### src/rtl/core/hsv_to_rgb_with_brightness_macros.svh
// Assertion macros for the HSV-to-RGB converter.
// Users must have clk and rst_n in scope; no other dependencies.
`ifndef HSV_TO_RGB_WITH_BRIGHTNESS_MACROS_SVH
`define HSV_TO_RGB_WITH_BRIGHTNESS_MACROS_SVH

// Same-cycle implication, checked out of reset
`define HTRB_ASSERT_IMP(label, ante, cons, msg) \
    label: assert property (@(posedge clk) disable iff (!rst_n) (ante) |-> (cons)) \
        else $error(msg);

// Next-cycle implication, checked out of reset
`define HTRB_ASSERT_NEXT(label, ante, cons, msg) \
    label: assert property (@(posedge clk) disable iff (!rst_n) (ante) |=> (cons)) \
        else $error(msg);

`endif

### src/rtl/core/htrb_pkg.sv
`timescale 1ns / 1ps
// Shared widths, types, sector codes and reciprocal constants for the
// HSV-to-RGB converter. No dependencies.
package htrb_pkg;

    localparam int HUE_W = 15;
    localparam int CH_W  = 8;
    localparam int BRT_W = 7;
    localparam int QUO_W = 10;   // hue / 60 degrees, at most 546
    localparam int SEC_W = 3;

    localparam int DEG_PER_SECTOR = 60;
    localparam int SECTORS        = 6;
    localparam int CH_MAX         = 255;

    localparam logic [BRT_W-1:0] BRT_MAX = 7'd100;

    // floor(x / d) == (x * MUL) >> SH over the value ranges used here
    localparam int DIV60_MUL    = 34953;     // x < 2^15
    localparam int DIV60_SH     = 21;
    localparam int DIV6_MUL     = 683;       // x < 2^11
    localparam int DIV6_SH      = 12;
    localparam int DIV255_MUL   = 32897;     // x <= 255 * 255
    localparam int DIV255_SH    = 23;
    localparam int DIV15300_MUL = 4491470;   // x <= 255 * 15300
    localparam int DIV15300_SH  = 36;
    localparam int DIV100_MUL   = 41944;     // x <= 255 * 100
    localparam int DIV100_SH    = 22;

    typedef logic [SEC_W-1:0] sector_t;
    typedef logic [CH_W-1:0]  chan_t;

    // 60-degree sectors of the hue circle
    localparam sector_t SEC_RED_YEL = 3'd0;
    localparam sector_t SEC_YEL_GRN = 3'd1;
    localparam sector_t SEC_GRN_CYN = 3'd2;
    localparam sector_t SEC_CYN_BLU = 3'd3;
    localparam sector_t SEC_BLU_MAG = 3'd4;
    localparam sector_t SEC_MAG_RED = 3'd5;

    // Standard HSV terms of one item plus its sector
    typedef struct packed {
        sector_t sector;
        chan_t   v;
        chan_t   p;
        chan_t   q;
        chan_t   t;
    } term_t;

endpackage

### src/rtl/core/htrb_hsv_if.sv
`timescale 1ns / 1ps
// Input channel: one HSV color per item with valid/ready handshake.
// Depends on htrb_pkg.
interface htrb_hsv_if;
    import htrb_pkg::*;

    logic             valid;
    logic             ready;
    logic [HUE_W-1:0] hue_degrees;
    logic [CH_W-1:0]  saturation;
    logic [CH_W-1:0]  value_level;

    modport source (output valid, hue_degrees, saturation, value_level, input ready);
    modport sink   (input valid, hue_degrees, saturation, value_level, output ready);
endinterface

### src/rtl/core/htrb_rgb_if.sv
`timescale 1ns / 1ps
// Output channel: one scaled RGB color per item with valid/ready handshake.
// Depends on htrb_pkg.
interface htrb_rgb_if;
    import htrb_pkg::*;

    logic            valid;
    logic            ready;
    logic [CH_W-1:0] red_out;
    logic [CH_W-1:0] green_out;
    logic [CH_W-1:0] blue_out;

    modport source (output valid, red_out, green_out, blue_out, input ready);
    modport sink   (input valid, red_out, green_out, blue_out, output ready);
endinterface

### src/rtl/core/htrb_sector.sv
`timescale 1ns / 1ps
// Three-stage hue splitter: sector number (mod 6) and position in sector.
// Depends on htrb_pkg and htrb_hsv_if.
module htrb_sector #(
    parameter int HUE_FRAC_BITS = 6
) (
    input  logic                        clk,
    input  logic                        rst_n,
    htrb_hsv_if.sink                    hsv,
    output logic                        sec_valid,
    input  logic                        sec_ready,
    output htrb_pkg::sector_t           sector,
    output logic [6+HUE_FRAC_BITS-1:0]  rem,
    output htrb_pkg::chan_t             sat,
    output htrb_pkg::chan_t             val
);
    import htrb_pkg::*;

    localparam int REM_W  = 6 + HUE_FRAC_BITS;
    localparam int DEG_W  = HUE_W - HUE_FRAC_BITS;
    localparam int QP_W   = DEG_W + 16;
    localparam int Q6P_W  = QUO_W + 10;
    localparam int Q6_W   = 7;
    localparam int OFF_W  = QUO_W + 6 + HUE_FRAC_BITS;

    // Stage valids and enables; a stage moves when empty or drained below
    logic s1_vld_reg, s2_vld_reg, s3_vld_reg;
    logic s1_en, s2_en, s3_en;

    assign s3_en     = !s3_vld_reg || sec_ready;
    assign s2_en     = !s2_vld_reg || s3_en;
    assign s1_en     = !s1_vld_reg || s2_en;
    assign hsv.ready = s1_en;
    assign sec_valid = s3_vld_reg;

    always_ff @(posedge clk or negedge rst_n)
    begin
        if (!rst_n)
        begin
            s1_vld_reg <= 1'b0;
            s2_vld_reg <= 1'b0;
            s3_vld_reg <= 1'b0;
        end
        else
        begin
            if (s1_en) s1_vld_reg <= hsv.valid;
            if (s2_en) s2_vld_reg <= s1_vld_reg;
            if (s3_en) s3_vld_reg <= s2_vld_reg;
        end
    end

    // Stage 1: whole degrees divided by 60
    logic [DEG_W-1:0] deg;
    logic [QP_W-1:0]  quo_prod;
    logic [QUO_W-1:0] quo_next;
    logic [HUE_W-1:0] s1_hue_reg;
    logic [QUO_W-1:0] s1_quo_reg;
    chan_t            s1_sat_reg, s1_val_reg;

    assign deg      = hsv.hue_degrees[HUE_W-1:HUE_FRAC_BITS];
    assign quo_prod = QP_W'(deg) * QP_W'(DIV60_MUL);
    assign quo_next = QUO_W'(quo_prod >> DIV60_SH);

    always_ff @(posedge clk)
    begin
        if (s1_en && hsv.valid)
        begin
            s1_hue_reg <= hsv.hue_degrees;
            s1_quo_reg <= quo_next;
            s1_sat_reg <= hsv.saturation;
            s1_val_reg <= hsv.value_level;
        end
    end

    // Stage 2: quotient by 6, remainder inside the sector
    logic [Q6P_W-1:0] q6_prod;
    logic [Q6_W-1:0]  q6_next;
    logic [OFF_W-1:0] off;
    logic [REM_W-1:0] rem_next;
    logic [QUO_W-1:0] s2_quo_reg;
    logic [Q6_W-1:0]  s2_q6_reg;
    logic [REM_W-1:0] s2_rem_reg;
    chan_t            s2_sat_reg, s2_val_reg;

    assign q6_prod  = Q6P_W'(s1_quo_reg) * Q6P_W'(DIV6_MUL);
    assign q6_next  = Q6_W'(q6_prod >> DIV6_SH);
    assign off      = (OFF_W'(s1_quo_reg) * OFF_W'(DEG_PER_SECTOR)) << HUE_FRAC_BITS;
    assign rem_next = REM_W'(OFF_W'(s1_hue_reg) - off);

    always_ff @(posedge clk)
    begin
        if (s2_en && s1_vld_reg)
        begin
            s2_quo_reg <= s1_quo_reg;
            s2_q6_reg  <= q6_next;
            s2_rem_reg <= rem_next;
            s2_sat_reg <= s1_sat_reg;
            s2_val_reg <= s1_val_reg;
        end
    end

    // Stage 3: sector = quotient mod 6
    sector_t          sector_next;
    sector_t          s3_sector_reg;
    logic [REM_W-1:0] s3_rem_reg;
    chan_t            s3_sat_reg, s3_val_reg;

    assign sector_next = SEC_W'(s2_quo_reg - QUO_W'(s2_q6_reg) * QUO_W'(SECTORS));

    always_ff @(posedge clk)
    begin
        if (s3_en && s2_vld_reg)
        begin
            s3_sector_reg <= sector_next;
            s3_rem_reg    <= s2_rem_reg;
            s3_sat_reg    <= s2_sat_reg;
            s3_val_reg    <= s2_val_reg;
        end
    end

    assign sector = s3_sector_reg;
    assign rem    = s3_rem_reg;
    assign sat    = s3_sat_reg;
    assign val    = s3_val_reg;

endmodule

### src/rtl/core/htrb_terms.sv
`timescale 1ns / 1ps
// Three-stage datapath for the HSV terms p, q and t, truncated toward zero.
// Depends on htrb_pkg.
module htrb_terms #(
    parameter int HUE_FRAC_BITS = 6
) (
    input  logic                        clk,
    input  logic                        rst_n,
    input  logic                        sec_valid,
    output logic                        sec_ready,
    input  htrb_pkg::sector_t           sector,
    input  logic [6+HUE_FRAC_BITS-1:0]  rem,
    input  htrb_pkg::chan_t             sat,
    input  htrb_pkg::chan_t             val,
    output logic                        term_valid,
    input  logic                        term_ready,
    output htrb_pkg::term_t             term
);
    import htrb_pkg::*;

    localparam int REM_W = 6 + HUE_FRAC_BITS;
    localparam int SPAN  = DEG_PER_SECTOR << HUE_FRAC_BITS;
    localparam int DEN_W = 14 + HUE_FRAC_BITS;
    localparam int DENOM = CH_MAX * SPAN;
    localparam int XP_W  = DEN_W + CH_W;
    localparam int X_W   = 22;               // v * 255 * 60 fits
    localparam int PP_W  = 2 * CH_W;
    localparam int PD_W  = 32;
    localparam int QD_W  = X_W + 23;

    logic t1_vld_reg, t2_vld_reg, t3_vld_reg;
    logic t1_en, t2_en, t3_en;

    assign t3_en      = !t3_vld_reg || term_ready;
    assign t2_en      = !t2_vld_reg || t3_en;
    assign t1_en      = !t1_vld_reg || t2_en;
    assign sec_ready  = t1_en;
    assign term_valid = t3_vld_reg;

    always_ff @(posedge clk or negedge rst_n)
    begin
        if (!rst_n)
        begin
            t1_vld_reg <= 1'b0;
            t2_vld_reg <= 1'b0;
            t3_vld_reg <= 1'b0;
        end
        else
        begin
            if (t1_en) t1_vld_reg <= sec_valid;
            if (t2_en) t2_vld_reg <= t1_vld_reg;
            if (t3_en) t3_vld_reg <= t2_vld_reg;
        end
    end

    // Stage 1: f*s and (1-f)*s scaled by the sector span, and v*(255-s)
    logic [REM_W-1:0] rem_inv;
    logic [DEN_W-1:0] rs_next, trs_next;
    logic [PP_W-1:0]  pp_next;
    sector_t          t1_sector_reg;
    chan_t            t1_v_reg;
    logic [DEN_W-1:0] t1_rs_reg, t1_trs_reg;
    logic [PP_W-1:0]  t1_pp_reg;

    assign rem_inv  = REM_W'(SPAN) - rem;
    assign rs_next  = DEN_W'(rem) * DEN_W'(sat);
    assign trs_next = DEN_W'(rem_inv) * DEN_W'(sat);
    assign pp_next  = PP_W'(val) * PP_W'(CH_W'(CH_MAX) - sat);

    always_ff @(posedge clk)
    begin
        if (t1_en && sec_valid)
        begin
            t1_sector_reg <= sector;
            t1_v_reg      <= val;
            t1_rs_reg     <= rs_next;
            t1_trs_reg    <= trs_next;
            t1_pp_reg     <= pp_next;
        end
    end

    // Stage 2: numerators of q and t, p = v*(255-s)/255
    logic [DEN_W-1:0] nq, nt;
    logic [XP_W-1:0]  xq_prod, xt_prod;
    logic [PD_W-1:0]  p_prod;
    sector_t          t2_sector_reg;
    chan_t            t2_v_reg, t2_p_reg;
    logic [X_W-1:0]   t2_xq_reg, t2_xt_reg;

    assign nq      = DEN_W'(DENOM) - t1_rs_reg;
    assign nt      = DEN_W'(DENOM) - t1_trs_reg;
    assign xq_prod = XP_W'(t1_v_reg) * XP_W'(nq);
    assign xt_prod = XP_W'(t1_v_reg) * XP_W'(nt);
    assign p_prod  = PD_W'(t1_pp_reg) * PD_W'(DIV255_MUL);

    always_ff @(posedge clk)
    begin
        if (t2_en && t1_vld_reg)
        begin
            t2_sector_reg <= t1_sector_reg;
            t2_v_reg      <= t1_v_reg;
            t2_p_reg      <= CH_W'(p_prod >> DIV255_SH);
            // dividing by 2^F first leaves a divide by 255*60
            t2_xq_reg     <= X_W'(xq_prod >> HUE_FRAC_BITS);
            t2_xt_reg     <= X_W'(xt_prod >> HUE_FRAC_BITS);
        end
    end

    // Stage 3: q and t by reciprocal of 15300
    logic [QD_W-1:0] q_prod, t_prod;
    term_t           term_next;
    term_t           t3_term_reg;

    assign q_prod = QD_W'(t2_xq_reg) * QD_W'(DIV15300_MUL);
    assign t_prod = QD_W'(t2_xt_reg) * QD_W'(DIV15300_MUL);

    always_comb
    begin
        term_next.sector = t2_sector_reg;
        term_next.v      = t2_v_reg;
        term_next.p      = t2_p_reg;
        term_next.q      = CH_W'(q_prod >> DIV15300_SH);
        term_next.t      = CH_W'(t_prod >> DIV15300_SH);
    end

    always_ff @(posedge clk)
    begin
        if (t3_en && t2_vld_reg)
        begin
            t3_term_reg <= term_next;
        end
    end

    assign term = t3_term_reg;

endmodule

### src/rtl/core/htrb_scale.sv
`timescale 1ns / 1ps
// Two-stage channel mux and brightness scaling (c * percent / 100).
// Depends on htrb_pkg and htrb_rgb_if.
module htrb_scale (
    input  logic                        clk,
    input  logic                        rst_n,
    input  logic                        term_valid,
    output logic                        term_ready,
    input  htrb_pkg::term_t             term,
    input  logic [htrb_pkg::BRT_W-1:0]  brightness,
    htrb_rgb_if.source                  rgb
);
    import htrb_pkg::*;

    localparam int PROD_W = CH_W + BRT_W;
    localparam int DP_W   = PROD_W + 16;

    logic b1_vld_reg, b2_vld_reg;
    logic b1_en, b2_en;

    assign b2_en      = !b2_vld_reg || rgb.ready;
    assign b1_en      = !b1_vld_reg || b2_en;
    assign term_ready = b1_en;
    assign rgb.valid  = b2_vld_reg;

    always_ff @(posedge clk or negedge rst_n)
    begin
        if (!rst_n)
        begin
            b1_vld_reg <= 1'b0;
            b2_vld_reg <= 1'b0;
        end
        else
        begin
            if (b1_en) b1_vld_reg <= term_valid;
            if (b2_en) b2_vld_reg <= b1_vld_reg;
        end
    end

    // Stage 1: sector picks the channel terms, then scale by percent
    chan_t             red_sel, green_sel, blue_sel;
    logic [PROD_W-1:0] b1_red_reg, b1_green_reg, b1_blue_reg;

    always_comb
    begin
        unique case (term.sector)
            SEC_RED_YEL:
            begin
                red_sel = term.v; green_sel = term.t; blue_sel = term.p;
            end
            SEC_YEL_GRN:
            begin
                red_sel = term.q; green_sel = term.v; blue_sel = term.p;
            end
            SEC_GRN_CYN:
            begin
                red_sel = term.p; green_sel = term.v; blue_sel = term.t;
            end
            SEC_CYN_BLU:
            begin
                red_sel = term.p; green_sel = term.q; blue_sel = term.v;
            end
            SEC_BLU_MAG:
            begin
                red_sel = term.t; green_sel = term.p; blue_sel = term.v;
            end
            default:
            begin
                // magenta-to-red sector
                red_sel = term.v; green_sel = term.p; blue_sel = term.q;
            end
        endcase
    end

    always_ff @(posedge clk)
    begin
        if (b1_en && term_valid)
        begin
            b1_red_reg   <= PROD_W'(red_sel) * PROD_W'(brightness);
            b1_green_reg <= PROD_W'(green_sel) * PROD_W'(brightness);
            b1_blue_reg  <= PROD_W'(blue_sel) * PROD_W'(brightness);
        end
    end

    // Stage 2: divide by 100 through reciprocal
    logic [DP_W-1:0] red_prod, green_prod, blue_prod;
    chan_t           red_reg, green_reg, blue_reg;

    assign red_prod   = DP_W'(b1_red_reg) * DP_W'(DIV100_MUL);
    assign green_prod = DP_W'(b1_green_reg) * DP_W'(DIV100_MUL);
    assign blue_prod  = DP_W'(b1_blue_reg) * DP_W'(DIV100_MUL);

    always_ff @(posedge clk)
    begin
        if (b2_en && b1_vld_reg)
        begin
            red_reg   <= CH_W'(red_prod >> DIV100_SH);
            green_reg <= CH_W'(green_prod >> DIV100_SH);
            blue_reg  <= CH_W'(blue_prod >> DIV100_SH);
        end
    end

    assign rgb.red_out   = red_reg;
    assign rgb.green_out = green_reg;
    assign rgb.blue_out  = blue_reg;

endmodule

### src/rtl/core/hsv_to_rgb_with_brightness.sv
`timescale 1ns / 1ps
// HSV-to-RGB converter with brightness scaling, top level.
// Depends on htrb_pkg, htrb_hsv_if, htrb_rgb_if, htrb_sector, htrb_terms,
// htrb_scale and hsv_to_rgb_with_brightness_macros.svh.
//
// Converts one HSV color per item to 8-bit RGB using the six-sector terms
// v, p, q, t (each truncated toward zero) and then scales every channel by
// brightness_percent / 100, truncated. The pipeline has eight register
// stages, and a new item can be accepted every cycle while the output
// accepts results. Ready is combinational from the output backwards through
// the stages, so a stalled output only holds the stages that carry items;
// empty stages keep filling. Brightness is written through cfg_we /
// cfg_wdata; values above 100 are stored as 100, reset value is 100.
// Write it only while no items are in flight.
`include "hsv_to_rgb_with_brightness_macros.svh"

module hsv_to_rgb_with_brightness #(
    parameter int HUE_FRAC_BITS = 6
) (
    input  logic                        clk,
    input  logic                        rst_n,
    htrb_hsv_if.sink                    hsv_in,
    htrb_rgb_if.source                  rgb_out,
    input  logic                        cfg_we,
    input  logic [htrb_pkg::BRT_W-1:0]  cfg_wdata
);
    import htrb_pkg::*;

    localparam int REM_W = 6 + HUE_FRAC_BITS;

    // Brightness register, clamped on write
    logic [BRT_W-1:0] brightness_reg;
    logic [BRT_W-1:0] brightness_next;

    assign brightness_next = (cfg_wdata > BRT_MAX) ? BRT_MAX : cfg_wdata;

    always_ff @(posedge clk or negedge rst_n)
    begin
        if (!rst_n)
        begin
            brightness_reg <= BRT_MAX;
        end
        else if (cfg_we)
        begin
            brightness_reg <= brightness_next;
        end
    end

    // Hue split
    logic             sec_valid, sec_ready;
    sector_t          sector;
    logic [REM_W-1:0] rem;
    chan_t            sat, val;

    htrb_sector #(
        .HUE_FRAC_BITS (HUE_FRAC_BITS)
    ) u_sector (
        .clk       (clk),
        .rst_n     (rst_n),
        .hsv       (hsv_in),
        .sec_valid (sec_valid),
        .sec_ready (sec_ready),
        .sector    (sector),
        .rem       (rem),
        .sat       (sat),
        .val       (val)
    );

    // HSV terms
    logic  term_valid, term_ready;
    term_t term;

    htrb_terms #(
        .HUE_FRAC_BITS (HUE_FRAC_BITS)
    ) u_terms (
        .clk        (clk),
        .rst_n      (rst_n),
        .sec_valid  (sec_valid),
        .sec_ready  (sec_ready),
        .sector     (sector),
        .rem        (rem),
        .sat        (sat),
        .val        (val),
        .term_valid (term_valid),
        .term_ready (term_ready),
        .term       (term)
    );

    // Channel select and brightness
    htrb_scale u_scale (
        .clk        (clk),
        .rst_n      (rst_n),
        .term_valid (term_valid),
        .term_ready (term_ready),
        .term       (term),
        .brightness (brightness_reg),
        .rgb        (rgb_out)
    );

    // Checks
    `HTRB_ASSERT_IMP(a_brt_range, 1'b1, brightness_reg <= BRT_MAX, "brightness above 100")
    `HTRB_ASSERT_NEXT(a_brt_clamp, cfg_we && (cfg_wdata > BRT_MAX),
                      brightness_reg == BRT_MAX, "brightness write not clamped")
    `HTRB_ASSERT_IMP(a_no_bubble, rgb_out.ready, hsv_in.ready,
                     "pipeline refuses item while output drains")

endmodule
### src/flat_wrapper.sv
// flat-port wrapper written by rule: the top's interface ports become plain ports
module hsv_to_rgb_with_brightness_flat import htrb_pkg::*;
#(
    parameter int HUE_FRAC_BITS = 6
)
  (clk, rst_n, cfg_we, cfg_wdata, hsv_in_valid, hsv_in_hue_degrees, hsv_in_saturation, hsv_in_value_level, hsv_in_ready, rgb_out_valid, rgb_out_red_out, rgb_out_green_out, rgb_out_blue_out, rgb_out_ready);
  htrb_hsv_if hsv_in_i ();
  htrb_rgb_if rgb_out_i ();
  input  logic clk;
  input  logic rst_n;
  input  logic cfg_we;
  input  logic [htrb_pkg::BRT_W-1:0] cfg_wdata;
  input wire logic [$bits(hsv_in_i.valid)-1:0] hsv_in_valid;
  input wire logic [$bits(hsv_in_i.hue_degrees)-1:0] hsv_in_hue_degrees;
  input wire logic [$bits(hsv_in_i.saturation)-1:0] hsv_in_saturation;
  input wire logic [$bits(hsv_in_i.value_level)-1:0] hsv_in_value_level;
  output wire logic [$bits(hsv_in_i.ready)-1:0] hsv_in_ready;
  output wire logic [$bits(rgb_out_i.valid)-1:0] rgb_out_valid;
  output wire logic [$bits(rgb_out_i.red_out)-1:0] rgb_out_red_out;
  output wire logic [$bits(rgb_out_i.green_out)-1:0] rgb_out_green_out;
  output wire logic [$bits(rgb_out_i.blue_out)-1:0] rgb_out_blue_out;
  input wire logic [$bits(rgb_out_i.ready)-1:0] rgb_out_ready;
  assign hsv_in_i.valid = hsv_in_valid;
  assign hsv_in_i.hue_degrees = hsv_in_hue_degrees;
  assign hsv_in_i.saturation = hsv_in_saturation;
  assign hsv_in_i.value_level = hsv_in_value_level;
  assign hsv_in_ready = hsv_in_i.ready;
  assign rgb_out_valid = rgb_out_i.valid;
  assign rgb_out_red_out = rgb_out_i.red_out;
  assign rgb_out_green_out = rgb_out_i.green_out;
  assign rgb_out_blue_out = rgb_out_i.blue_out;
  assign rgb_out_i.ready = rgb_out_ready;
  hsv_to_rgb_with_brightness #(.HUE_FRAC_BITS(HUE_FRAC_BITS)) u_core (.clk(clk), .rst_n(rst_n), .hsv_in(hsv_in_i), .rgb_out(rgb_out_i), .cfg_we(cfg_we), .cfg_wdata(cfg_wdata));
endmodule
### config.mk
export PLATFORM = sky130hd
export DESIGN_NAME = hsv_to_rgb_with_brightness_flat
export DESIGN_NICKNAME = d
export VERILOG_FILES = /design/src/rtl/core/htrb_pkg.sv /design/src/rtl/core/htrb_hsv_if.sv /design/src/rtl/core/htrb_rgb_if.sv /design/src/rtl/core/htrb_sector.sv /design/src/rtl/core/htrb_terms.sv /design/src/rtl/core/htrb_scale.sv /design/src/rtl/core/hsv_to_rgb_with_brightness.sv /design/src/flat_wrapper.sv
export VERILOG_INCLUDE_DIRS = /design/src /design/src/rtl/core
export SDC_FILE = /design/constraint.sdc
export NUM_CORES = 2
export LEC_CHECK = 0
export ABC_AREA = 1
export BUFFER_PORTS_ARGS = -buffer_cell sky130_fd_sc_hd__buf_2
export CAP_MARGIN = 10
export CORE_ASPECT_RATIO = 0.6
export CORE_UTILIZATION = 35
export CTS_CLUSTER_DIAMETER = 60
export CTS_CLUSTER_SIZE = 8
export DETAILED_ROUTE_END_ITERATION = 6
export PLACE_DENSITY = 0.46
export SYNTH_ARGS = -nofsm -noshare
export SYNTH_HDL_FRONTEND = slang
export SYNTH_SLANG_ARGS = --single-unit
### constraint.sdc
create_clock -name clk -period 6.05 [get_ports clk]
set_input_delay 1.5125 -clock clk [delete_from_list [all_inputs] [get_ports clk]]
set_output_delay 1.5125 -clock clk [all_outputs]
set_load 0.01 [all_outputs]
-- Yosys cells after proc, flatten, opt, wreduce, memory -nomap -nowiden
Index checks and enable logic that the tools add are counted.
W data, S select, Z words.
- $add $sub $neg: 6
- $mul: 18
- mux-type cells: 4
- magnitude comparators: 1
- eq/ne operators: 4
- reductions and logical operators: 29
- operators by type and width (kind ; count):
    $mul A22 B22 Y43 const B ; 2
    $mul A15 B13 Y27 const B ; 3
    $pmux W8 S3 ; 3
    $mul A8 B20 Y28 ; 2
    $mul A8 B7 Y15 ; 3
    $mul A12 B8 Y20 ; 2
    $sub A20 B20 Y20 const A ; 2
    $mul A16 B16 Y31 const B ; 1
    $mul A9 B16 Y25 const B ; 1
    $mul A9 B9 Y16 ; 1
    $mul A4 B10 Y14 const B ; 1
    $sub A12 B12 Y12 ; 1
    $sub A12 B12 Y12 const A ; 1
    $sub A8 B8 Y9 const A ; 1
    $logic_and A1 B1 Y1 ; 8
    $logic_not A1 Y1 ; 8
    $logic_or A1 B1 Y1 ; 8
    $reduce_or A2 Y1 ; 4
    $gt A7 B7 Y1 const B ; 1
    $mul A7 B2 Y2 const B ; 1
    $mux W7 ; 1
    $eq A3 B2 Y1 const B ; 2
    $mul A4 B1 Y4 const B ; 1
    $eq A3 B1 Y1 const B ; 1
    3 further kinds ; 3
- register bits: 350
- output and inout bits: 26
- word-level logic and storage cells: 105
- input bits: 43

-- Longest topological paths before layout
- depth in word-level cells: 10
- gate-level depth with buffers: 30
- depth with buffers taken out: 29

-- Cells and area by module
A second synthesis with hierarchy kept.
- cells, all modules: 7713
- area, all modules: 65370.2 um^2
- by module, submodules not included (module ; seq. area each (um^2) ; cells each ; area each (um^2) ; times used):
    htrb_terms ; 4999.8 ; 4964 ; 40666.5 ; 1
    htrb_scale ; 2122.0 ; 2363 ; 19874.1 ; 1
    htrb_sector ; 2957.8 ; 341 ; 4499.3 ; 1
    hsv_to_rgb_with_brightness ; 178.9 ; 45 ; 330.3 ; 1

-- Worst setup path after synthesis
OpenSTA, ideal clock, no wires.
- kind: input to register
- start point: input port rgb_out_ready
- end point: register u_core.u_terms.t2_p_reg[0] (enable)
- data required time: 5545 ps
- library setup time: 505 ps
- buffers on the path: 0
- setup slack: 784 ps
- stages on the path: 4
- data arrival time: 4761 ps
- cell sequence: nor2_1 > nand2_1 > nor2_1 > a21oi_1
- cells in the longest elaborated chain, start to end: 5
- ends and longest elaborated chain (item ; RTL line ; source):
    from (decl) ; flat_wrapper.sv:22 ; input wire logic [$bits(rgb_out_i.ready)-1:0] rgb_out_ready;
    $logic_or A1 B1 Y1 ; htrb_scale.sv:21 ; assign b2_en = !b2_vld_reg || rgb.ready;
    $logic_or A1 B1 Y1 ; htrb_scale.sv:22 ; assign b1_en = !b1_vld_reg || b2_en;
    $logic_or A1 B1 Y1 ; htrb_terms.sv:34 ; assign t3_en = !t3_vld_reg || term_ready;
    $logic_or A1 B1 Y1 ; htrb_terms.sv:35 ; assign t2_en = !t2_vld_reg || t3_en;
    $logic_and A1 B1 Y1 ; htrb_terms.sv:98 ; if (t2_en && t1_vld_reg)
    to (signal assigned) ; htrb_terms.sv:102 ; t2_p_reg <= CH_W'(p_prod >> DIV255_SH);
    to (decl) ; htrb_terms.sv:87 ; chan_t t2_v_reg, t2_p_reg;
Every way passes these cells.
A chain may end at the register's enable or synchronous reset.

-- Worst setup path in the final report
- start point: register u_core.u_terms.t2_xt_reg[16]
- end point: register u_core.u_terms.t3_term_reg, in the netlist u_core.u_terms.term[3] (data pin)
- cells in the longest elaborated chain, start to end: 1
- ends and longest elaborated chain (item ; RTL line ; source):
    from (decl) ; htrb_terms.sv:88 ; logic [X_W-1:0] t2_xq_reg, t2_xt_reg;
    from (signal assigned) ; htrb_terms.sv:105 ; t2_xt_reg <= X_W'(xt_prod >> HUE_FRAC_BITS);
    $mul A22 B22 Y43 ; htrb_terms.sv:115 ; assign t_prod = QD_W'(t2_xt_reg) * QD_W'(DIV15300_MUL);
    via u_core.u_terms.t_prod[39] ; htrb_terms.sv:110 ; logic [QD_W-1:0] q_prod, t_prod;
    to (signal assigned) ; htrb_terms.sv:130 ; t3_term_reg <= term_next;
    to (decl) ; htrb_terms.sv:112 ; term_t t3_term_reg;
The timed path passes the listed nets, and every way through them passes these cells.

==> metrics.md <==
| Metric | Value |
|---|---|
| Fraction of layout cells with a size suffix above 1 | `0.0461` |
| Total Wirelength | `~190000 um` |
| Util after Layout | `0.387` |
| Wire length per cell | `18.6 um` |
| Period utilisation layout | `0.955` |
| Synth top area share | `0.275` |
| Most frequent cells in the layout | `inv_1 (1889), nand2_1 (1365), ha_1 (1119)` |
| Vias | `approximately 50000` |
| Worst Hold Class | `reg -> reg` |
| Slew Limit Fails | `0` |
| DRT antenna net count | `0` |
| Reg area | `0.0103 mm2` |
| Final std cells w/o fill | `around 10000` |
| Syn avg cell area | `roughly 8.5 um2` |
| Starting DRT DRC Count | `4000` |
| Pre-antenna DRT Iters | `7` |
| Cell Area, Synth | `around 0.065 mm2` |
| Slew @ Worst Pin | `about 1200 ps` |
| Die Height | `~340 um` |
| Setup TNS | `0 ps` |
| Final Cell Area | `0.0715 mm2` |
| Root Driver | `clkbuf_16` |
| Area occupied by multi-input gates | `between 0.04 and 0.05 mm2` |
| WS Path Type | `reg -> reg` |
| Port Buf Inserts | `68` |
| DP Wirelength | `approximately 170000 um` |
| Max Root-Sink Buffers | `3` |
| Worst Setup Start Kind | `flop` |
| Clock transition at path regs | `approximately 50 ps` |
| Initial antenna violation count | `10` |
| Placed Instance Area | `about 0.07 mm2` |
| FMAX | `about 0.17 GHz` |
| Outcome | `finished, final reports clean` |
| Async S/R FF share, synth | `0.0436` |
| Number of flip-flops in the largest register | `35` |
| # DRC | `0` |
| Die area | `0.188 mm2` |
| Final GP Congestion | `around 0.93` |
| Vias in the first global route | `approximately 50000` |
| Clock sink count | `344` |
| RSZ-0062 raised after global routing | `no` |
| Post-synth cell types | `60` |
| Htree depth | `3` |
| Fin nets | `just under 10000` |
| Core Box Area | `~0.18 mm2` |
| Syn. warnings | `0` |
| Minimum clock period | `5780 ps` |
| Die span in x | `approximately 560 um` |
| Setup crit end kind | `flop` |
| Critical Path RT | `about 6400 ps` |
| Largest cells by area after synthesis | `fa_1 (27%), ha_1 (22%), edfxtp_1 (15%)` |
| Post-synthesis sequential area ratio | `0.157` |
| Data arrival time of the critical path | `6170 ps` |
| CTS tree | `yes` |
| Flip-flop and latch count after synthesis | `~340` |
| CTS Buf Count | `67` |
| Post-Synthesis Cells | `around 7700` |
| Main synth FF type | `edfxtp_1` |
| Commonest non-fill, non-tap cell in the layout | `inv_1` |
| Final setup violation count | `0` |
| Vias per cell | `4.83` |
| Setup Skew | `roughly 56 ps` |
| Fin. Hold Viols | `0` |
| Initial core utilization | `0.353` |
| First-pass GRT wire length | `roughly 300000 um` |
| Total of max-cap violations | `0` |
| # IOs | `between 60 and 70` |
| FF-to-FF setup slack | `about 270 ps` |
| Largest net degree at the start of global routing | `64` |
| Area Growth Syn to Fin | `9.62%` |
| Net count after synthesis | `about 9800` |
| Latest clock arrival within the worst-skew pair | `approximately 660 ps` |
| Fill count | `about 19000` |
| EDFF count, synth | `329` |
| Max FO, Critical Path | `5` |
| Gr usage total | `0.210` |
| Std cell rows | `around 120` |
| Largest area contributor in the netlist | `fa_1` |
| Grt total ovfl | `0` |
| Relative slew margins | `0.220` |
| Placed Cells | `10300` |
[per-layer routing]
metal / routed length [um] / track usage
met1: 109000 / 0.357
met2: 67900 / 0.263
met3: 14800 / 0.0453
met4: 1930 / 0.0250
met5: 13 / 0
[logic make-up after synthesis]
kind of cell | share of synthesized area
and+or+nand+nor | 0.159
DFF | 0.157
xor gates and xnor gates | 0.0229
AOI/OAI and AO/OA | 0.0553
adders and majority gates | 0.490
buffers and inverters | 0.115
[timing repair]
item | 4_1_cts | 5_1_grt
endpoints found under the setup margin | 0 | 21
buffers inserted | 0 | 4
gates resized for setup | 0 | 23
hold buffers | 0 | 0
[critical path, stage by stage, from the launching register on]
cell and delay [ps]:
edfxtp_1 530, ha_1 400, fa_1 570, inv_1 90, fa_1 540, inv_1 50
ha_1 290, fa_1 560, fa_1 450, fa_1 470, ha_1 360, nand2_1 120
nor2_1 160, inv_1 80, nor3_1 430, nand2_1 100, nand2_1 80, nand2_1 90
nand3_1 80, nand2_1 50
[cell usage after synthesis (all sizes together) (15+ instances only)]
cell type	n
o21ai	206
nor3	79
nand4	68
nand3	211
clkbuf	66
fa	896
nor2	770
xnor2	48
ha	1123
edfxtp	329
xor2	111
a21o	38
or2	16
nand2	1371
buf	15
inv	1908
o21bai	30
a21oi	312
[per-stage QoR]
step | hold WS (ps) | setup WS, ps
6_report | 412 | 272
5_1_grt | 417 | 5.21
4_1_cts | 410 | 76.1
3_5_place_dp | 405 | 93.9
3_3_place_gp | 402 | 138
2_1_floorplan | 400 | 784
[final timing paths]
path,cells after the start,end,from
worst max-delay path,19,u_core.u_terms.term[3],u_core.u_terms.t2_xt_reg[16]
worst min-delay path,0,u_core.u_terms.term[29],u_core.u_terms.t2_v_reg[5]
worst max register to register,19,u_core.u_terms.term[3],u_core.u_terms.t2_xt_reg[16]
worst min register to register,0,u_core.u_terms.term[29],u_core.u_terms.t2_v_reg[5]
max in group asynchronous,1,u_core.brightness_reg[2],rst_n
min in group asynchronous,1,u_core.u_scale.rgb.valid,rst_n
[layout make-up]
type                       instances  share of cell area
sequential                       344               0.143
timing repair buffer             173              0.0165
clock buffer                      79              0.0246
tap                             2480              0.0434
multi-input combinational       5378               0.665
clock inverter                    31             0.00595
antenna                            4            0.000140
inverter                        1916               0.101
Power is not shown: default switching activity piles up to over one toggle a cycle in this logic, so the estimate is an artifact.
